$ cat src/urmc_pkg.sv
// Shared types, codes and reset constants for the ranging median controller.
package urmc_pkg;

    localparam int MAX_MEASURES = 32;
    localparam int TICK_W       = 16;

    localparam logic [7:0]  TRIG_LOW_RST   = 8'd4;
    localparam logic [7:0]  TRIG_HIGH_RST  = 8'd10;
    localparam logic [15:0] PING_TO_RST    = 16'd6000;
    localparam logic [15:0] ECHO_TO_RST    = 16'd40000;
    localparam logic [15:0] GAP_RST        = 16'd40000;
    localparam logic [5:0]  MEASURES_RST   = 6'd20;

    typedef enum logic [2:0] {
        CFG_TRIG_LOW  = 3'd0,
        CFG_TRIG_HIGH = 3'd1,
        CFG_PING_TO   = 3'd2,
        CFG_ECHO_TO   = 3'd3,
        CFG_GAP       = 3'd4,
        CFG_MEASURES  = 3'd5
    } cfg_idx_t;

    typedef enum logic [1:0] {
        OUTC_OK        = 2'd0,
        OUTC_ECHO_HIGH = 2'd1,
        OUTC_PING_TO   = 2'd2,
        OUTC_ECHO_TO   = 2'd3
    } outcome_t;

    typedef enum logic [2:0] {
        PH_IDLE,
        PH_LOW,
        PH_HIGH,
        PH_WAIT,
        PH_MEASURE,
        PH_GAP
    } phase_t;

    typedef enum logic [2:0] {
        ST_IDLE,
        ST_WALK,
        ST_MED_RD,
        ST_MED_OUT,
        ST_ACK
    } store_state_t;

    typedef enum logic {
        TOP_IDLE,
        TOP_WAIT
    } top_state_t;

    typedef struct packed {
        logic [7:0]  trig_low;
        logic [7:0]  trig_high;
        logic [15:0] ping_to;
        logic [15:0] echo_to;
        logic [15:0] gap;
        logic [5:0]  measures;
    } cfg_t;

    // Outcome of one tick as decided by the sequencer
    typedef struct packed {
        logic              trigger;
        logic              busy;
        logic              mdone;
        outcome_t          outcome;
        logic              store;
        logic [TICK_W-1:0] width;
        logic              report;
        logic              clear;
    } step_t;

    typedef struct packed {
        logic              valid;
        logic              clear;
        logic              insert;
        logic              report;
        logic [TICK_W-1:0] width;
    } store_cmd_t;

    typedef struct packed {
        logic              done;
        logic              fail;
        logic [TICK_W-1:0] median;
    } store_rsp_t;

    typedef struct packed {
        logic              trigger;
        logic              busy;
        logic              mdone;
        outcome_t          outcome;
        logic              burst_done;
        logic [TICK_W-1:0] echo_us;
        logic              burst_status;
    } res_t;

endpackage

$ cat src/urmc_ifs.sv
// Channel interfaces: tick samples, tick results and register writes.
interface urmc_sample_if;
    logic valid;
    logic ready;
    logic start_req;
    logic echo_level;

    modport source (output valid, output start_req, output echo_level, input ready);
    modport sink   (input valid, input start_req, input echo_level, output ready);
endinterface

interface urmc_result_if;
    logic        valid;
    logic        ready;
    logic        trigger_level;
    logic        busy_res;
    logic        measure_done;
    logic [1:0]  outcome;
    logic        burst_done;
    logic [15:0] echo_us;
    logic        burst_status;

    modport source (output valid, output trigger_level, output busy_res,
                    output measure_done, output outcome, output burst_done,
                    output echo_us, output burst_status, input ready);
    modport sink   (input valid, input trigger_level, input busy_res,
                    input measure_done, input outcome, input burst_done,
                    input echo_us, input burst_status, output ready);
endinterface

interface urmc_cfg_if;
    logic        valid;
    logic        ready;
    logic [2:0]  index;
    logic [15:0] data;

    modport source (output valid, output index, output data, input ready);
    modport sink   (input valid, input index, input data, output ready);
endinterface

$ cat src/urmc_seq.sv
// Measurement sequencer: phase, tick counter and measurement index.
module urmc_seq #(
    parameter int MaxMeasures = urmc_pkg::MAX_MEASURES
) (
    input  logic            clk,
    input  logic            rst_n,
    input  logic            step_en,
    input  logic            start_req,
    input  logic            echo_level,
    input  urmc_pkg::cfg_t  cfg_reg,
    output urmc_pkg::step_t step
);

    localparam int CW = $clog2(MaxMeasures + 1);
    localparam int BW = (CW > 6) ? CW : 6;

    urmc_pkg::phase_t  phase_reg, phase_next;
    logic [15:0]       tick_reg, tick_next;
    logic [CW-1:0]     midx_reg, midx_next;

    logic [15:0]       tick_inc;
    logic [CW-1:0]     midx_inc;
    logic [BW-1:0]     n_ext;
    logic [BW-1:0]     burst_len;
    logic              last_measure;
    logic              go_gap;
    logic              go_next;

    assign tick_inc     = tick_reg + 16'd1;
    assign midx_inc     = midx_reg + 1'b1;
    assign n_ext        = BW'(cfg_reg.measures);
    assign burst_len    = (n_ext == '0) ? BW'(1) :
                          ((n_ext > BW'(MaxMeasures)) ? BW'(MaxMeasures) : n_ext);
    assign last_measure = (BW'(midx_inc) >= burst_len);

    always_ff @(posedge clk or negedge rst_n)
    begin
        if (!rst_n)
        begin
            phase_reg <= urmc_pkg::PH_IDLE;
            tick_reg  <= '0;
            midx_reg  <= '0;
        end
        else if (step_en)
        begin
            phase_reg <= phase_next;
            tick_reg  <= tick_next;
            midx_reg  <= midx_next;
        end
    end

    always_comb
    begin
        phase_next   = phase_reg;
        tick_next    = tick_reg;
        midx_next    = midx_reg;
        go_gap       = 1'b0;
        go_next      = 1'b0;
        step.mdone   = 1'b0;
        step.outcome = urmc_pkg::OUTC_OK;
        step.store   = 1'b0;
        step.width   = tick_inc;
        step.report  = 1'b0;
        step.clear   = 1'b0;

        unique case (phase_reg)
            urmc_pkg::PH_IDLE:
            begin
                if (start_req)
                begin
                    midx_next  = '0;
                    tick_next  = '0;
                    phase_next = urmc_pkg::PH_LOW;
                    step.clear = 1'b1;
                end
            end
            urmc_pkg::PH_LOW:
            begin
                tick_next = tick_inc;
                if (tick_inc >= {8'h00, cfg_reg.trig_low})
                begin
                    phase_next = urmc_pkg::PH_HIGH;
                    tick_next  = '0;
                end
            end
            urmc_pkg::PH_HIGH:
            begin
                tick_next = tick_inc;
                if (tick_inc >= {8'h00, cfg_reg.trig_high})
                begin
                    tick_next = '0;
                    if (echo_level)
                    begin
                        step.mdone   = 1'b1;
                        step.outcome = urmc_pkg::OUTC_ECHO_HIGH;
                        go_gap       = 1'b1;
                    end
                    else
                    begin
                        phase_next = urmc_pkg::PH_WAIT;
                    end
                end
            end
            urmc_pkg::PH_WAIT:
            begin
                if (echo_level)
                begin
                    phase_next = urmc_pkg::PH_MEASURE;
                    tick_next  = '0;
                end
                else
                begin
                    tick_next = tick_inc;
                    if (tick_inc >= cfg_reg.ping_to)
                    begin
                        step.mdone   = 1'b1;
                        step.outcome = urmc_pkg::OUTC_PING_TO;
                        go_next      = 1'b1;
                    end
                end
            end
            urmc_pkg::PH_MEASURE:
            begin
                tick_next = tick_inc;
                if (!echo_level)
                begin
                    step.mdone = 1'b1;
                    step.store = 1'b1;
                    go_gap     = 1'b1;
                end
                else if (tick_inc >= cfg_reg.echo_to)
                begin
                    step.mdone   = 1'b1;
                    step.outcome = urmc_pkg::OUTC_ECHO_TO;
                    step.store   = 1'b1;
                    go_next      = 1'b1;
                end
            end
            urmc_pkg::PH_GAP:
            begin
                tick_next = tick_inc;
                if (tick_inc >= cfg_reg.gap)
                begin
                    go_next = 1'b1;
                end
            end
            default:
            begin
                phase_next = urmc_pkg::PH_IDLE;
                tick_next  = '0;
            end
        endcase

        // a zero gap moves straight on to the next measurement
        if (go_gap)
        begin
            if (cfg_reg.gap == '0)
            begin
                go_next = 1'b1;
            end
            else
            begin
                phase_next = urmc_pkg::PH_GAP;
                tick_next  = '0;
            end
        end

        if (go_next)
        begin
            midx_next = midx_inc;
            tick_next = '0;
            if (last_measure)
            begin
                phase_next  = urmc_pkg::PH_IDLE;
                step.report = 1'b1;
            end
            else
            begin
                phase_next = urmc_pkg::PH_LOW;
            end
        end

        step.trigger = (phase_next == urmc_pkg::PH_HIGH);
        step.busy    = (phase_next != urmc_pkg::PH_IDLE);
    end

endmodule

$ cat src/urmc_store.sv
// Sorted width store: insertion walk over a memory with registered read, and median read.
module urmc_store #(
    parameter int MaxMeasures = urmc_pkg::MAX_MEASURES
) (
    input  logic                 clk,
    input  logic                 rst_n,
    input  urmc_pkg::store_cmd_t cmd,
    output urmc_pkg::store_rsp_t rsp
);

    localparam int AW = (MaxMeasures > 1) ? $clog2(MaxMeasures) : 1;
    localparam int CW = $clog2(MaxMeasures + 1);

    logic [15:0] mem [MaxMeasures];
    logic [15:0] rdata_reg;

    urmc_pkg::store_state_t state_reg, state_next;
    logic [CW-1:0]          vc_reg, vc_next;
    logic [AW-1:0]          pos_reg, pos_next;
    logic [15:0]            w_reg, w_next;
    logic                   report_reg, report_next;

    logic                   we;
    logic [AW-1:0]          waddr;
    logic [15:0]            wdata;
    logic [AW-1:0]          raddr;
    logic [CW-1:0]          vc_dec;
    logic [CW-1:0]          med_idx;
    logic [AW-1:0]          pos_dec;
    logic [AW-1:0]          pos_dec2;
    logic                   insert_ok;

    assign vc_dec    = vc_reg - 1'b1;
    assign med_idx   = vc_dec >> 1;
    assign pos_dec   = pos_reg - 1'b1;
    assign pos_dec2  = pos_dec - 1'b1;
    assign insert_ok = cmd.insert && (vc_reg < CW'(MaxMeasures));

    always_ff @(posedge clk)
    begin
        if (we)
        begin
            mem[waddr] <= wdata;
        end
        rdata_reg <= mem[raddr];
    end

    always_ff @(posedge clk or negedge rst_n)
    begin
        if (!rst_n)
        begin
            state_reg  <= urmc_pkg::ST_IDLE;
            vc_reg     <= '0;
            pos_reg    <= '0;
            report_reg <= 1'b0;
        end
        else
        begin
            state_reg  <= state_next;
            vc_reg     <= vc_next;
            pos_reg    <= pos_next;
            report_reg <= report_next;
        end
    end

    always_ff @(posedge clk)
    begin
        w_reg <= w_next;
    end

    always_comb
    begin
        state_next  = state_reg;
        vc_next     = vc_reg;
        pos_next    = pos_reg;
        w_next      = w_reg;
        report_next = report_reg;
        we          = 1'b0;
        waddr       = pos_reg;
        wdata       = w_reg;
        raddr       = pos_dec;
        rsp.done    = 1'b0;
        rsp.fail    = 1'b0;
        rsp.median  = '0;

        unique case (state_reg)
            urmc_pkg::ST_IDLE:
            begin
                if (cmd.valid)
                begin
                    report_next = cmd.report;
                    if (cmd.clear)
                    begin
                        vc_next = '0;
                    end
                    else if (insert_ok && (vc_reg == '0))
                    begin
                        we         = 1'b1;
                        waddr      = '0;
                        wdata      = cmd.width;
                        vc_next    = vc_reg + 1'b1;
                        state_next = cmd.report ? urmc_pkg::ST_MED_RD : urmc_pkg::ST_ACK;
                    end
                    else if (insert_ok)
                    begin
                        // fetch the top entry and start the walk down from the free slot
                        raddr      = vc_dec[AW-1:0];
                        pos_next   = vc_reg[AW-1:0];
                        w_next     = cmd.width;
                        state_next = urmc_pkg::ST_WALK;
                    end
                    else
                    begin
                        state_next = cmd.report ? urmc_pkg::ST_MED_RD : urmc_pkg::ST_ACK;
                    end
                end
            end
            urmc_pkg::ST_WALK:
            begin
                we = 1'b1;
                if ((pos_reg != '0) && (rdata_reg > w_reg))
                begin
                    // shift the larger entry up one slot and fetch the next one down
                    wdata    = rdata_reg;
                    pos_next = pos_dec;
                    raddr    = pos_dec2;
                end
                else
                begin
                    wdata      = w_reg;
                    vc_next    = vc_reg + 1'b1;
                    state_next = report_reg ? urmc_pkg::ST_MED_RD : urmc_pkg::ST_ACK;
                end
            end
            urmc_pkg::ST_MED_RD:
            begin
                raddr      = med_idx[AW-1:0];
                state_next = urmc_pkg::ST_MED_OUT;
            end
            urmc_pkg::ST_MED_OUT:
            begin
                rsp.done   = 1'b1;
                rsp.fail   = (vc_reg == '0);
                rsp.median = (vc_reg == '0) ? '0 : rdata_reg;
                state_next = urmc_pkg::ST_IDLE;
            end
            urmc_pkg::ST_ACK:
            begin
                rsp.done   = 1'b1;
                state_next = urmc_pkg::ST_IDLE;
            end
            default:
            begin
                state_next = urmc_pkg::ST_IDLE;
            end
        endcase
    end

endmodule

$ cat src/ultrasonic_ranging_median_controller.sv
// Ultrasonic ranging controller with trigger sequencing and median selection.
//
// One transaction on the sample channel is one microsecond tick carrying the
// start request and the echo pin level; each tick gives exactly one
// transaction on the result channel with the trigger level, busy flag,
// measurement outcome and, at the end of a burst, the lower median width.
// The user must write registers via the cfg channel (always ready) only while idle; it is not enforced.
//
// Timing: a tick that stores no width and ends no burst is answered in the cycle
// after it is taken. A tick that stores a width walks the sorted memory from
// its top, one entry per cycle; a tick that ends a burst also waits for the
// median read. The worst case is set by the insertion walk over a full store.
// One tick is in work at a time; the next tick is taken no earlier than the
// cycle in which the current one's result is taken, so ticks without a store
// can follow back to back.
//
// Reset puts the sequencer in idle and empties the width store; registers
// return to their defaults. A stalled result holds the output register and
// blocks further ticks until it is taken.
module ultrasonic_ranging_median_controller #(
    parameter int MaxMeasures = urmc_pkg::MAX_MEASURES
) (
    input  logic          clk,
    input  logic          rst_n,
    urmc_sample_if.sink   sample,
    urmc_result_if.source result,
    urmc_cfg_if.sink      cfg
);

    urmc_pkg::cfg_t       cfg_reg;
    urmc_pkg::top_state_t state_reg, state_next;
    urmc_pkg::res_t       out_reg, out_next;
    urmc_pkg::res_t       hold_reg, hold_next;
    logic                 out_valid_reg, out_valid_next;

    urmc_pkg::step_t      step;
    urmc_pkg::store_cmd_t cmd;
    urmc_pkg::store_rsp_t rsp;
    urmc_pkg::res_t       step_res;
    logic                 accept;
    logic                 need_store;

    assign cfg.ready    = 1'b1;
    assign sample.ready = (state_reg == urmc_pkg::TOP_IDLE) && (!out_valid_reg || result.ready);
    assign accept       = sample.valid && sample.ready;
    assign need_store   = step.store || step.report;

    always_ff @(posedge clk or negedge rst_n)
    begin
        if (!rst_n)
        begin
            cfg_reg.trig_low  <= urmc_pkg::TRIG_LOW_RST;
            cfg_reg.trig_high <= urmc_pkg::TRIG_HIGH_RST;
            cfg_reg.ping_to   <= urmc_pkg::PING_TO_RST;
            cfg_reg.echo_to   <= urmc_pkg::ECHO_TO_RST;
            cfg_reg.gap       <= urmc_pkg::GAP_RST;
            cfg_reg.measures  <= urmc_pkg::MEASURES_RST;
        end
        else if (cfg.valid)
        begin
            unique case (urmc_pkg::cfg_idx_t'(cfg.index))
                urmc_pkg::CFG_TRIG_LOW:  cfg_reg.trig_low  <= cfg.data[7:0];
                urmc_pkg::CFG_TRIG_HIGH: cfg_reg.trig_high <= cfg.data[7:0];
                urmc_pkg::CFG_PING_TO:   cfg_reg.ping_to   <= cfg.data;
                urmc_pkg::CFG_ECHO_TO:   cfg_reg.echo_to   <= cfg.data;
                urmc_pkg::CFG_GAP:       cfg_reg.gap       <= cfg.data;
                urmc_pkg::CFG_MEASURES:  cfg_reg.measures  <= cfg.data[5:0];
                default:                 ;
            endcase
        end
    end

    urmc_seq #(
        .MaxMeasures (MaxMeasures)
    ) u_seq (
        .clk        (clk),
        .rst_n      (rst_n),
        .step_en    (accept),
        .start_req  (sample.start_req),
        .echo_level (sample.echo_level),
        .cfg_reg    (cfg_reg),
        .step       (step)
    );

    assign cmd.valid  = accept && (need_store || step.clear);
    assign cmd.clear  = step.clear;
    assign cmd.insert = step.store;
    assign cmd.report = step.report;
    assign cmd.width  = step.width;

    urmc_store #(
        .MaxMeasures (MaxMeasures)
    ) u_store (
        .clk   (clk),
        .rst_n (rst_n),
        .cmd   (cmd),
        .rsp   (rsp)
    );

    always_comb
    begin
        step_res.trigger      = step.trigger;
        step_res.busy         = step.busy;
        step_res.mdone        = step.mdone;
        step_res.outcome      = step.outcome;
        step_res.burst_done   = step.report;
        step_res.echo_us      = '0;
        step_res.burst_status = 1'b0;
    end

    always_ff @(posedge clk or negedge rst_n)
    begin
        if (!rst_n)
        begin
            state_reg     <= urmc_pkg::TOP_IDLE;
            out_valid_reg <= 1'b0;
        end
        else
        begin
            state_reg     <= state_next;
            out_valid_reg <= out_valid_next;
        end
    end

    always_ff @(posedge clk)
    begin
        out_reg  <= out_next;
        hold_reg <= hold_next;
    end

    always_comb
    begin
        state_next     = state_reg;
        out_next       = out_reg;
        hold_next      = hold_reg;
        out_valid_next = out_valid_reg && !result.ready;

        unique case (state_reg)
            urmc_pkg::TOP_IDLE:
            begin
                if (accept)
                begin
                    if (need_store)
                    begin
                        // hold the tick's fields until the store has finished
                        hold_next  = step_res;
                        state_next = urmc_pkg::TOP_WAIT;
                    end
                    else
                    begin
                        out_next       = step_res;
                        out_valid_next = 1'b1;
                    end
                end
            end
            urmc_pkg::TOP_WAIT:
            begin
                if (rsp.done)
                begin
                    out_next = hold_reg;
                    if (hold_reg.burst_done)
                    begin
                        out_next.echo_us      = rsp.median;
                        out_next.burst_status = rsp.fail;
                    end
                    out_valid_next = 1'b1;
                    state_next     = urmc_pkg::TOP_IDLE;
                end
            end
            default:
            begin
                state_next = urmc_pkg::TOP_IDLE;
            end
        endcase
    end

    assign result.valid         = out_valid_reg;
    assign result.trigger_level = out_reg.trigger;
    assign result.busy_res      = out_reg.busy;
    assign result.measure_done  = out_reg.mdone;
    assign result.outcome       = out_reg.outcome;
    assign result.burst_done    = out_reg.burst_done;
    assign result.echo_us       = out_reg.echo_us;
    assign result.burst_status  = out_reg.burst_status;

endmodule

$ cat src/flat_wrapper.sv
// flat-port wrapper written by rule: the top's interface ports become plain ports
module ultrasonic_ranging_median_controller_flat 
#(
    parameter int MaxMeasures = urmc_pkg::MAX_MEASURES
)
  (clk, rst_n, sample_valid, sample_start_req, sample_echo_level, sample_ready, result_valid, result_trigger_level, result_busy_res, result_measure_done, result_outcome, result_burst_done, result_echo_us, result_burst_status, result_ready, cfg_valid, cfg_index, cfg_data, cfg_ready);
  urmc_sample_if sample_i ();
  urmc_result_if result_i ();
  urmc_cfg_if cfg_i ();
  input  logic clk;
  input  logic rst_n;
  input wire logic [$bits(sample_i.valid)-1:0] sample_valid;
  input wire logic [$bits(sample_i.start_req)-1:0] sample_start_req;
  input wire logic [$bits(sample_i.echo_level)-1:0] sample_echo_level;
  output wire logic [$bits(sample_i.ready)-1:0] sample_ready;
  output wire logic [$bits(result_i.valid)-1:0] result_valid;
  output wire logic [$bits(result_i.trigger_level)-1:0] result_trigger_level;
  output wire logic [$bits(result_i.busy_res)-1:0] result_busy_res;
  output wire logic [$bits(result_i.measure_done)-1:0] result_measure_done;
  output wire logic [$bits(result_i.outcome)-1:0] result_outcome;
  output wire logic [$bits(result_i.burst_done)-1:0] result_burst_done;
  output wire logic [$bits(result_i.echo_us)-1:0] result_echo_us;
  output wire logic [$bits(result_i.burst_status)-1:0] result_burst_status;
  input wire logic [$bits(result_i.ready)-1:0] result_ready;
  input wire logic [$bits(cfg_i.valid)-1:0] cfg_valid;
  input wire logic [$bits(cfg_i.index)-1:0] cfg_index;
  input wire logic [$bits(cfg_i.data)-1:0] cfg_data;
  output wire logic [$bits(cfg_i.ready)-1:0] cfg_ready;
  assign sample_i.valid = sample_valid;
  assign sample_i.start_req = sample_start_req;
  assign sample_i.echo_level = sample_echo_level;
  assign sample_ready = sample_i.ready;
  assign result_valid = result_i.valid;
  assign result_trigger_level = result_i.trigger_level;
  assign result_busy_res = result_i.busy_res;
  assign result_measure_done = result_i.measure_done;
  assign result_outcome = result_i.outcome;
  assign result_burst_done = result_i.burst_done;
  assign result_echo_us = result_i.echo_us;
  assign result_burst_status = result_i.burst_status;
  assign result_i.ready = result_ready;
  assign cfg_i.valid = cfg_valid;
  assign cfg_i.index = cfg_index;
  assign cfg_i.data = cfg_data;
  assign cfg_ready = cfg_i.ready;
  ultrasonic_ranging_median_controller #(.MaxMeasures(MaxMeasures)) u_core (.clk(clk), .rst_n(rst_n), .sample(sample_i), .result(result_i), .cfg(cfg_i));
endmodule
$ cat config.mk
export PLATFORM = sky130hd
export DESIGN_NAME = ultrasonic_ranging_median_controller_flat
export DESIGN_NICKNAME = d
export VERILOG_FILES = /design/src/urmc_pkg.sv /design/src/urmc_ifs.sv /design/src/urmc_seq.sv /design/src/urmc_store.sv /design/src/ultrasonic_ranging_median_controller.sv /design/src/flat_wrapper.sv
export SDC_FILE = /design/constraint.sdc
export NUM_CORES = 1
export LEC_CHECK = 0
export BUFFER_PORTS_ARGS = -buffer_cell sky130_fd_sc_hd__buf_2
export CORE_MARGIN = 2
export CORE_UTILIZATION = 40
export CTS_BUF_LIST = sky130_fd_sc_hd__clkbuf_2
export CTS_CLUSTER_SIZE = 12
export DETAILED_ROUTE_END_ITERATION = 6
export PLACE_DENSITY = 0.55
export SLEW_MARGIN = 20
export SYNTH_ARGS = -nofsm -noshare
export SYNTH_HDL_FRONTEND = slang
export SYNTH_SLANG_ARGS = --single-unit
$ cat constraint.sdc
create_clock -name clk -period 6.47 [get_ports clk]
set_input_delay 0.3235 -clock clk [delete_from_list [all_inputs] [get_ports clk]]
set_output_delay 0.3235 -clock clk [all_outputs]
set_load 0.02 [all_outputs]
# Word level (Yosys, flattened, before mapping)
# Memory sizes are Yosys's and may differ from the RTL's. A register that Yosys moved wholly into a read port is not among the register bits.
# Cells that the tools add are included.
# Widths: inputs -> output; s select.
[totals]
regBits = 157
ram_bits = 512
input_bits = 26
out_inout_bits = 26
word_cells = 216
mem_count = 1
[classes]
addsub = 6
n_lt_le_gt_ge = 9
eq_ne = 25
n_mux = 105
bitwise = 3
reduce_logical = 39
[memory_table]
columns = ["memory", "words", "word_bits", "read_ports", "rd_clocked_by_memory_dff", "wr", "line_no", "source"]
rows = [
  ["u_core.u_store.mem", 32, 16, 1, 1, 1, "urmc_store.sv:14", "logic [15:0] mem [MaxMeasures];"],
]
[ops]
columns = ["cell", "n"]
rows = [
  ["$mux 16", 12],
  ["$pmux 16 s5", 1],
  ["$mux 5", 14],
  ["$mux 23", 3],
  ["$mux 3", 19],
  ["$mux 6", 9],
  ["$ge 16x16->1", 3],
  ["$pmux 23 s2", 1],
  ["$mux 17", 2],
  ["$ge 16x8->1", 2],
  ["$pmux 16 s2", 1],
  ["$mux 1", 30],
  ["$eq 3x2->1 const B", 7],
  ["$pmux 3 s3", 2],
  ["$add 16x1->16 const B", 1],
  ["$gt 16x16->1", 1],
  ["$logic_not 16->1", 1],
  ["$eq 3x3->1 const B", 5],
  ["$pmux 3 s5", 1],
  ["$pmux 5 s3", 1],
  ["$ne 2x2->1 const B", 7],
  ["$reduce_and 2->1", 7],
  ["$add 6x1->6 const B", 2],
  ["$logic_not 6->1", 2],
  ["other kinds (27)", 53],
]

# Longest topological paths before layout
# Gate-level depths: netlist (run 1).
[logic_depth]
word_depth = 15
ltp_mapped = 20

# Cells and area by module
# A second synthesis (run 1) with hierarchy kept.
[unflattened]
hier_cells = 2184
area_unflattened_um2 = 30945.9
[by_module_without_submodules]
columns = ["mod", "instances", "cells_per_inst", "area_per_inst_um2", "seq_area_each_um2"]
rows = [
  ["urmc_store", 1, 1512, 23287.3, 16550.9],
  ["ultrasonic_ranging_median_controller", 1, 228, 4010.1, 2700.1],
  ["urmc_seq", 1, 444, 3648.5, 625.6],
]

# Worst setup path before layout (run 1)
# No wires, ideal clock.
[synth_timing]
path_type = "register to register"
startpoint = "reg u_core.u_seq.tick_reg[0]"
endpoint = "mem u_core.u_store.mem[0][7], data pin"
setup_time_ns = 0.377
arrival_time_ns = 4.263
required_ns = 6.093
setup_slack_ns = 1.830
stages_incl_launch_ff = 17
n_path_buf = 2
period_less_slack_ns = 4.640
path_cell_list = "dfrtp_1 > ha_1 > nand2_1 > or3_1 > nor2_1 > xnor2_1 > inv_1 > ha_1 > nand2_1 > nor2_1 > nand2_1 > o211ai_1 > and2_0 > clkbuf_1 > nand4_1 > clkbuf_1 > o211ai_1"
[synth_rtl]
columns = ["element", "line_no", "source"]
rows = [
  ["start, declared", "urmc_seq.sv:18", "logic [15:0] tick_reg, tick_next;"],
  ["start signal, assigned", "urmc_seq.sv:47", "tick_reg <= tick_next;"],
  ["end, declared", "urmc_store.sv:14", ""],
]

==> qor.yml, run 1 <==
run_status:
  status: "completed"
synthesis:
  synthesis.area_um2: 30500
  synth_edf_count: 557
  netlist_top_cells_area: "edfxtp_1, mux2i_1, dfrtp_1, ha_1, dfstp_2"
  synth_top_flop_cell: "edfxtp_1"
  syn_inst: 2126
  async_flop_share_pct: 16.4
  synth_top_area_cell: "edfxtp_1"
  synthesis.nets: 2245
  synthDistinctLibCells: 83
  yosys_warnings: 0
  syn_avg_cell_area_um2: 14.3
  ys_seq_elements: 685
  yosys.area.top_type_share_pct: 54.9
  yosysSeqAreaShare_pct: 65.2
die:
  io_pins: 52
  start_util_pct: 40.3
  die_area_um2: 78400
  die_w_um: 280
  die_h_um: 280
  num_rows: 101
  coreArea_um2: 75700
clocking:
  numCtsBuffers: 176
  cts-root-buf: "clkbuf_2"
  htreeDepth: 4
  clk_pin_slew_ps: 100
  cts_max_path_buffers: 3
  cts_tree: "built"
  cts_resized: 0
  clk_latency_ps: 1350
  clock_sinks: 685
critical_path:
  critical_path.cell_chain: "nand3_1 -> nor2_1 -> a31oi_1 -> nor2b_1 -> inv_1 -> ha_1 -> nand2_1 -> nor2_1 -> nand2_1 -> o211ai_1 -> a211oi_1 -> a2111oi_4 -> buf_12 -> buf_4 -> buf_4 -> mux2i_1 -> mux2i_1 -> o22ai_1 -> nor4_1"
  r2r_cells: 19
  worst-path-stages: 19
  worst_setup_path_start_kind: "flop"
  path_class: "flop to flop"
  crit_start: "u_core.u_seq.tick_reg[0]"
  cp_top_family: "compound AO/OA/AOI/OAI gates"
  r2r-start: "u_core.u_seq.tick_reg[0]"
  reg2reg_slack_ps: 460
  crit_fanout: 23
  worstPathBufferInverterCount: 4
  crit_arrival_ps: 7140
  critPathMaxStageDelay_ps: 650
  r2r_end: "u_core.u_store.rdata_reg[10]"
  critPathCaptureType: "flop"
  cp_slowest_cell: "o211ai_1"
  crit_end: "u_core.u_store.rdata_reg[10]"
  required_ps: 7610
routing:
  dr_wl_met3_um: 4920
  wirelength_um: 78400
  wl_met2_um: 36100
  firstDrtPassIters: 5
  wl_met1_um: 34700
  via_per_inst: 5.34
  postRouteAntennaNets: 0
  dr_total_vias: 18900
  drtIter0Drc: 1217
  wl_per_cell_um: 22.1
  post-route-drc-count: 0
  top_layer: "met4"
pwr:
  pwr-share-comb_pct: 4.2
  sw_frac_of_total_pct: 24.3
  ir_drop_uv: 128
  power_mw: 8.14
  pwr-share-seq_pct: 59.7
  clkPwrFrac_pct: 36.2
  powerDensity_nw_per_um2: 235
  p_int_mw: 6.16
  power.switching_mw: 1.98
  p_leak_nw: 13.4
timing:
  report.final.slew_viol_count: 0
  worst_slew_pin_slew_ps: 1070
  fin_worst_skew_ps: 109
  setup_viol: 0
  rsz0062_at_grt: "no"
  max-slew-margin-rel_pct: 28.4
  fmax_mhz: 166
  fin_crit_sh_pct: 92.8
  min_period_ps: 6010
  tns_ps: 0
  timing.final.hold_violations: 0
run:
  drv_cap: 0
global_routing:
  grt_start_max_net_pins: 88
  grt-ovfl-total: 0
  grt_pass1_vias: 19100
  grt_pass1_wl_um: 117000
  track_usage_pct: 20.1
  antenna_found_initial: 7
final_layout:
  design_area_um2: 34600
  largest_reg_flops: 512
  drive_above_1_share_pct: 20.0
  area_delta_synth_final_pct: 13.6
  nNetsFinal: 2542
placed_design:
  gp_congestion: 0.843
  hpwl_um: 48800
  portBuffers: 50
  place_area_um2: 32300
hold_path:
  min_path_type: "input pin to flop"
==> cell families after synthesis <==
group,Yosys count,share of synthesized area (%)
fa+ha+maj,93,3.82
other cells,1,0.0123
compound gates,312,6.84
buf+inv,194,3.00
xor+xnor,28,0.804
flops,685,65.2
simple gates,389,6.27
mux,424,14.1
==> worst register-to-register path, cell delays in order, from the launching register on <==
cell,delay (ps)
dfrtp_1,630
nand3_1,320
nor2_1,490
a31oi_1,190
nor2b_1,280
inv_1,160
ha_1,320
nand2_1,70
nor2_1,150
nand2_1,90
o211ai_1,650
a211oi_1,240
a2111oi_4,430
buf_12,260
buf_4,360
buf_4,290
mux2i_1,230
mux2i_1,100
o22ai_1,430
nor4_1,140
==> through the flow <==
step | util (%) | worst slack [ps] | hold WS (ps) | instances
CTS | 45.7 | 471 | 11.0 | 3542
finish | 45.7 | 464 | 247 | 3543
global placement | 42.6 | 732 | 353 | 3150
floorplan | - | 1830 | 27.9 | 2126
detailed placement | 42.6 | 581 | 369 | 3150
global route | 45.7 | 18.6 | 145 | 3543
==> area by class of cell <==
cell class              instances  area [um^2]
multi-input cells            1247         9730
inverters                     100          375
well taps                     978         1220
diodes                          1         2.50
flip-flops and latches        685        19900
clock buffers                 279         1400
repair buffers                213         1800
clock inverters                40          224
fillers                      6784        41100
==> cells in the mapped netlist (all sizes together), types with 3 or more instances <==
master,n
or3,4
o21ai,82
or2,6
edfxtp,557
a21oi,38
dfstp,22
mux2i,389
nor4,26
and2,24
nand4,16
nor2b,9
mux2,35
dfrtp,90
nand3b,7
ha,93
inv,99
a211oi,15
o21a,6
clkbuf,44
nand2b,14
nor3,15
buf,50
nor2,95
a31o,3
o2bb2ai,11
o211ai,9
nor3b,5
or4,3
o22ai,66
and3,7
nand2,118
a21o,28
a221o,13
a2111oi,4
o31ai,5
xnor2,15
nand3,31
dfxtp,16
xor2,13
a31oi,4
a22o,3
==> how the worst min path moves through the flow <==
stage	from	end	cells after the start
2_1_floorplan	rst_n	u_core.cfg_reg[0]	0
3_3_place_gp	rst_n	u_core.cfg_reg[0]	1
3_5_place_dp	rst_n	u_core.cfg_reg[0]	1
4_1_cts	cfg_index[2]	u_core.cfg_reg[16]	6
5_1_grt	cfg_index[2]	u_core.cfg_reg[21]	6
6_report	cfg_index[2]	u_core.cfg_reg[12]	6
==> cells in the final DEF, fill, tap and decap left out, drive strengths merged, types with 66 or more instances in the layout <==
master	synthesis	layout
ha	93	93
o21ai	82	82
inv	99	107
mux2i	389	389
nand2	118	118
clkbuf	44	279
buf	50	141
dlygate4sd3	0	72
dfrtp	90	90
o22ai	66	66
edfxtp	557	557
nor2	95	95
==> power groups by stage <==
stage                     Sequential [mW]  Combinational (mW)  Clock (mW)
after floorplan                      4.94               0.206           0
after global placement               4.95               0.287           0
after detailed placement             4.95               0.294           0
after CTS                            4.86               0.340        3.08
after global routing                 4.87               0.393        3.29
final                                4.86               0.338        2.95
==> routing by layer <==
| layer | vias to the layer above | track usage [%] |
|---|---|---|
| li1 | 8786 | - |
| met1 | 9443 | 26.3 |
| met2 | 529 | 32.0 |
| met3 | 155 | 4.68 |
| met4 | 0 | 9.02 |
| met5 | - | 0 |
==> timing repair <==
action                                 in CTS  in global routing
hold buffers                               73                  0
buffers inserted                            0                  0
endpoints found under the hold margin     230                  0
(Power assumes the default switching activity.)
==> run 2, diff against run 1 <==
==> constraint.sdc (replaced) <==
create_clock -name clk -period 6.47 [get_ports clk]
set_input_delay 1.294 -clock clk [delete_from_list [all_inputs] [get_ports clk]]
set_output_delay 1.294 -clock clk [all_outputs]
set_load 0.02 [all_outputs]
==> qor.yml, run 2 (synthesis gave the netlist of run 1 again) <==
routing:
  wirelength_um: 77600
  dr_total_vias: 18600
  firstDrtPassIters: 5
  via_per_inst: 5.35
  post-route-drc-count: 0
  wl_per_cell_um: 22.3
  drtIter0Drc: 1218
  postRouteAntennaNets: 0
timing:
  fin_worst_skew_ps: 121
  worst_slew_pin_slew_ps: 1080
  timing.final.hold_violations: 0
  fmax_mhz: 167
  fin_hold_ws_ps: 269
  setup_viol: 0
  tns_ps: 0
  rsz0062_at_grt: "no"
  max-slew-margin-rel_pct: 27.4
  fin_crit_sh_pct: 92.8
  min_period_ps: 6010
  report.final.slew_viol_count: 0
global_routing:
  grt_pass1_vias: 18700
  grt_start_max_net_pins: 88
  grt_use_met2_pct: 31.3
  grt_pass1_wl_um: 115000
  antenna_found_initial: 7
  grt-ovfl-total: 0
  globalRouteMet1Util_pct: 26.3
  busiest_layer: "met2"
  track_usage_pct: 19.9
  met3_usage_pct: 4.60
critical_path:
  worst_setup_path_start_kind: "flop"
  reg2reg_slack_ps: 460
  r2r_end: "u_core.u_store.rdata_reg[10]"
  r2r_cells: 19
  required_ps: 7610
  crit_arrival_ps: 7150
  crit_fanout: 23
  critPathCaptureType: "flop"
  r2r-start: "u_core.u_seq.tick_reg[0]"
  path_class: "flop to flop"
clocking:
  clock_sinks: 685
  cts_setup_buffers: 0
  htreeDepth: 4
  cts_hold_buffers: 4
  cts-root-buf: "clkbuf_2"
  cts_tree: "built"
  clk_latency_ps: 1360
  clk_pin_slew_ps: 100
  numCtsBuffers: 176
  cts_max_path_buffers: 3
  cts_resized: 0
run_status:
  status: "completed"
pwr:
  ir_drop_uv: 125
  p_leak_nw: 13.1
  power_mw: 8.10
  powerDensity_nw_per_um2: 239
hold_path:
  min_path_type: "input pin to flop"
  holdPathEnd: "u_core.cfg_reg[16]"
  whs_path_depth: 3
  worstHoldStart: "cfg_data[10]"
final_layout:
  area_delta_synth_final_pct: 11.3
  drive_above_1_share_pct: 20.5
  largest_reg_flops: 512
  final_cell_mix: "edfxtp_1, mux2i_1, clkbuf_2, nand2_1, inv_1"
  nFillCells: 6837
  mostFrequentLayoutCell: "edfxtp_1"
  nNetsFinal: 2473
die:
  coreArea_um2: 75700
  num_rows: 101
  io_pins: 52
  die_w_um: 280
  die_area_um2: 78400
  die_h_um: 280
  start_util_pct: 40.3
placed_design:
  gp_congestion: 0.843
  hpwl_um: 48800
  portBuffers: 50
run:
  drv_cap: 0
[run 2: changes by cell type in the layout (fill, tap and decap cells not counted)]
cell	delta
dlygate4sd3_1	-68
buf_16	-1
diode_2	+1
[run 2: layout make-up]
type,count,area [um^2],area share [%]
sequential,685,19900,58.6
inverter,100,375,1.11
timing repair buffer,144,1090,3.22
clock inverter,40,224,0.660
clock buffer,279,1400,4.12
multi-input combinational,1247,9730,28.7
antenna,2,5.00,0.0148
tap,978,1220,3.61
[run 2: how the worst max path moves through the flow]
stage	from	end	slack [ps]
2_1_floorplan	u_core.u_seq.tick_reg[0]	u_core.u_store.mem[0][7]	1830
3_3_place_gp	u_core.u_seq.tick_reg[0]	u_core.u_store.rdata_reg[10]	730
3_5_place_dp	u_core.u_seq.tick_reg[0]	u_core.u_store.rdata_reg[10]	580
4_1_cts	u_core.u_seq.tick_reg[0]	u_core.u_store.rdata_reg[10]	470
5_1_grt	u_core.u_seq.tick_reg[0]	u_core.u_store.rdata_reg[10]	20
6_report	u_core.u_seq.tick_reg[0]	u_core.u_store.rdata_reg[10]	460
[run 2: metal layers]
metal  wire [um]  part of all wire, %
met4        2690                  3.5
met1       34700                   45
met2       35500                   46
met3        4670                  6.0
met5           0                    0
[run 2: per-stage QoR]
step | utilization (%) | instance area, um^2 | setup WS [ps] | std cells
CTS | 44.8 | 33900 | 471 | 3473
global route | 44.8 | 33900 | 21.5 | 3474
global placement | 42.6 | 32300 | 732 | 3150
detailed placement | 42.6 | 32300 | 581 | 3150
floorplan | - | 30500 | 1830 | 2126
finish | 44.8 | 33900 | 465 | 3475
[run 2: worst max-delay path, stage by stage (launching register included)]
cell	delay (ps)
dfrtp_1	620
nand3_1	310
nor2_1	490
a31oi_1	190
nor2b_1	280
inv_1	160
ha_1	320
nand2_1	70
nor2_1	150
nand2_1	90
o211ai_1	650
a211oi_1	240
a2111oi_4	420
buf_12	250
buf_4	330
buf_4	290
mux2i_1	230
mux2i_1	100
o22ai_1	480
nor4_1	150
[run 2: where the power goes]
part           switching (mW)  leakage (nW)  internal (mW)
clock network            1.75          1.26           1.19
logic                   0.171          4.70          0.127
registers              0.0436          7.15           4.81
total                    1.97          13.1           6.13
==> run 3, diff against run 2 <==
--- a/config.mk
+++ b/config.mk
@@ -5,13 +5,13 @@
 export SDC_FILE = /design/constraint.sdc
 export NUM_CORES = 1
 export LEC_CHECK = 0
-export BUFFER_PORTS_ARGS = -buffer_cell sky130_fd_sc_hd__buf_2
 export CORE_MARGIN = 2
 export CORE_UTILIZATION = 40
 export CTS_BUF_LIST = sky130_fd_sc_hd__clkbuf_2
 export CTS_CLUSTER_SIZE = 12
 export DETAILED_ROUTE_END_ITERATION = 6
-export PLACE_DENSITY = 0.55
+export DONT_BUFFER_PORTS = 1
+export PLACE_DENSITY = 0.54
 export SLEW_MARGIN = 20
 export SYNTH_ARGS = -nofsm -noshare
 export SYNTH_HDL_FRONTEND = slang
==> qor.yml, run 3 (synthesis gave the netlist of run 1 again) <==
timing:
  min_period_ps: 5920
  fmax_mhz: 169
  timing.final.hold_violations: 0
  report.final.slew_viol_count: 0
  fin_worst_skew_ps: 107
  rsz0062_at_grt: "no"
  tns_ps: 0
  worst_slew_pin_slew_ps: 1080
  fin_crit_sh_pct: 91.6
  max-slew-margin-rel_pct: 28.2
  setup_viol: 0
placed_design:
  place_area_um2: 32000
  gp_congestion: 0.873
  portBuffers: 0
  hpwl_um: 52000
global_routing:
  antenna_found_initial: 11
  grt_start_max_net_pins: 113
  grt_pass1_wl_um: 121000
  track_usage_pct: 20.9
  grt-ovfl-total: 0
  grt_pass1_vias: 19000
final_layout:
  design_area_um2: 34000
  regArea_um2: 19900
  area_delta_synth_final_pct: 11.4
  largest_reg_flops: 512
  drive_above_1_share_pct: 19.0
  nFillCells: 6900
  nNetsFinal: 2444
  multiInputGateArea_um2: 9730
  final_cell_mix: "edfxtp_1, mux2i_1, clkbuf_2, nand2_1, inv_1"
  mostFrequentLayoutCell: "edfxtp_1"
hold_path:
  worstHoldStart: "sample_echo_level"
  whs_path_depth: 3
  min_path_type: "input pin to flop"
  holdPathEnd: "u_core.u_seq.phase_reg[2]"
routing:
  postRouteAntennaNets: 0
  firstDrtPassIters: 6
  wirelength_um: 80700
  dr_total_vias: 18600
  post-route-drc-count: 0
  drtIter0Drc: 1352
  wl_per_cell_um: 23.4
  via_per_inst: 5.40
die:
  num_rows: 101
  die_w_um: 280
  coreArea_um2: 75700
  die_area_um2: 78400
  start_util_pct: 40.3
  io_pins: 52
  die_h_um: 280
critical_path:
  crit_arrival_ps: 6740
  critPathCaptureType: "flop"
  r2r_end: "u_core.u_store.mem[30][1]"
  reg2reg_slack_ps: 550
  crit_fanout: 32
  worst_setup_path_start_kind: "flop"
  cp_slowest_cell: "clkinvlp_4"
  required_ps: 7280
  r2r-start: "u_core.u_seq.tick_reg[2]"
  r2r_cells: 17
  critPathMaxStageDelay_ps: 710
  critical_path.cell_chain: "nand3_1 -> nor2_1 -> nand3_1 -> xor2_1 -> inv_1 -> ha_1 -> nand2_1 -> nor2_1 -> nand2_1 -> o211ai_1 -> and2_0 -> nand3_1 -> nand2_1 -> o21ai_0 -> buf_4 -> a222oi_1 -> clkinvlp_4"
  path_class: "flop to flop"
pwr:
  pwr-share-seq_pct: 58.7
  sw_frac_of_total_pct: 24.3
  p_int_mw: 6.27
  pwr-share-comb_pct: 3.6
  power.switching_mw: 2.01
  powerDensity_nw_per_um2: 244
  clkPwrFrac_pct: 37.7
  p_leak_nw: 13.0
  ir_drop_uv: 186
clocking:
  clk_pin_slew_ps: 100
  clock_sinks: 685
  cts_max_path_buffers: 3
  htreeDepth: 4
  cts_setup_buffers: 0
  cts_tree: "built"
  clk_latency_ps: 1370
  cts-root-buf: "clkbuf_2"
  numCtsBuffers: 178
run_status:
  status: "completed"
run:
  drv_cap: 0
==> run 3: cell type report <==
type                            count  share of cell area (%)
Antenna cell                        5                  0.0368
Clock buffer                      269                    3.96
Clock inverter                     52                    1.11
Inverter                          100                    1.12
Multi-Input combinational cell   1247                    28.6
Sequential cell                   685                    58.5
Tap cell                          978                    3.60
Timing Repair Buffer              113                    3.05
==> run 3: per-layer routing <==
metal / routed length [um] / track usage (%) / vias to the layer above / part of all wire, %
met4: 1770 / 7.32 / 0 / 2.2
met1: 36100 / 27.9 / 9366 / 45
met2: 38400 / 33.6 / 546 / 48
li1: - / - / 8598 / -
met5: 0 / 0 / - / 0
met3: 4450 / 4.57 / 119 / 5.5
==> run 3: critical path: cells and delay by family, from the launching register on <==
family                     cells  cell delay [ps]
xor gates and xnor gates       1              290
buffers and inverters          3             1130
adders and majority gates      1              340
AOI/OAI and AO/OA              3             1230
DFF                            1              450
and+or+nand+nor                9             1930
==> run 3: power groups by stage <==
stage / registers (mW) / clock network, mW / logic [mW]
3_5_place_dp: 4.96 / 0 / 0.264
6_report: 4.86 / 3.12 / 0.299
4_1_cts: 4.86 / 3.24 / 0.302
5_1_grt: 4.87 / 3.47 / 0.347
3_3_place_gp: 4.95 / 0 / 0.259
2_1_floorplan: 4.94 / 0 / 0.206
==> run 3: through the flow <==
step / setup WS, ps / power, mW / std cells / hold WS (ps) / utilization, %
global route: 48.6 / 8.68 / 3449 / 129 / 44.9
global placement: 903 / 5.21 / 3105 / 489 / 42.3
CTS: 663 / 8.40 / 3444 / 93.6 / 44.9
finish: 546 / 8.27 / 3449 / 258 / 44.9
floorplan: 1830 / 5.15 / 2126 / 456 / -
detailed placement: 759 / 5.22 / 3105 / 477 / 42.3
==> run 3: worst max-delay path by stage <==
stage	cells past startpoint	end	startpoint	slack, ps
after CTS	19	u_core.u_store.rdata_reg[3]	u_core.u_seq.tick_reg[2]	660
after floorplan	16	u_core.u_store.mem[0][7]	u_core.u_seq.tick_reg[0]	1830
after global routing	17	u_core.u_store.mem[27][1]	u_core.u_seq.tick_reg[2]	50
final	17	u_core.u_store.mem[30][1]	u_core.u_seq.tick_reg[2]	550
after global placement	19	u_core.u_store.rdata_reg[3]	u_core.u_seq.tick_reg[2]	900
after detailed placement	19	u_core.u_store.rdata_reg[3]	u_core.u_seq.tick_reg[2]	760
==> run 3: repair_timing <==
item / 4_1_cts / 5_1_grt
endpoints found under the hold margin: 182 / 0
hold buffers: 18 / 0
setup endpoints to repair: 0 / 32
gates resized for setup: 0 / 1
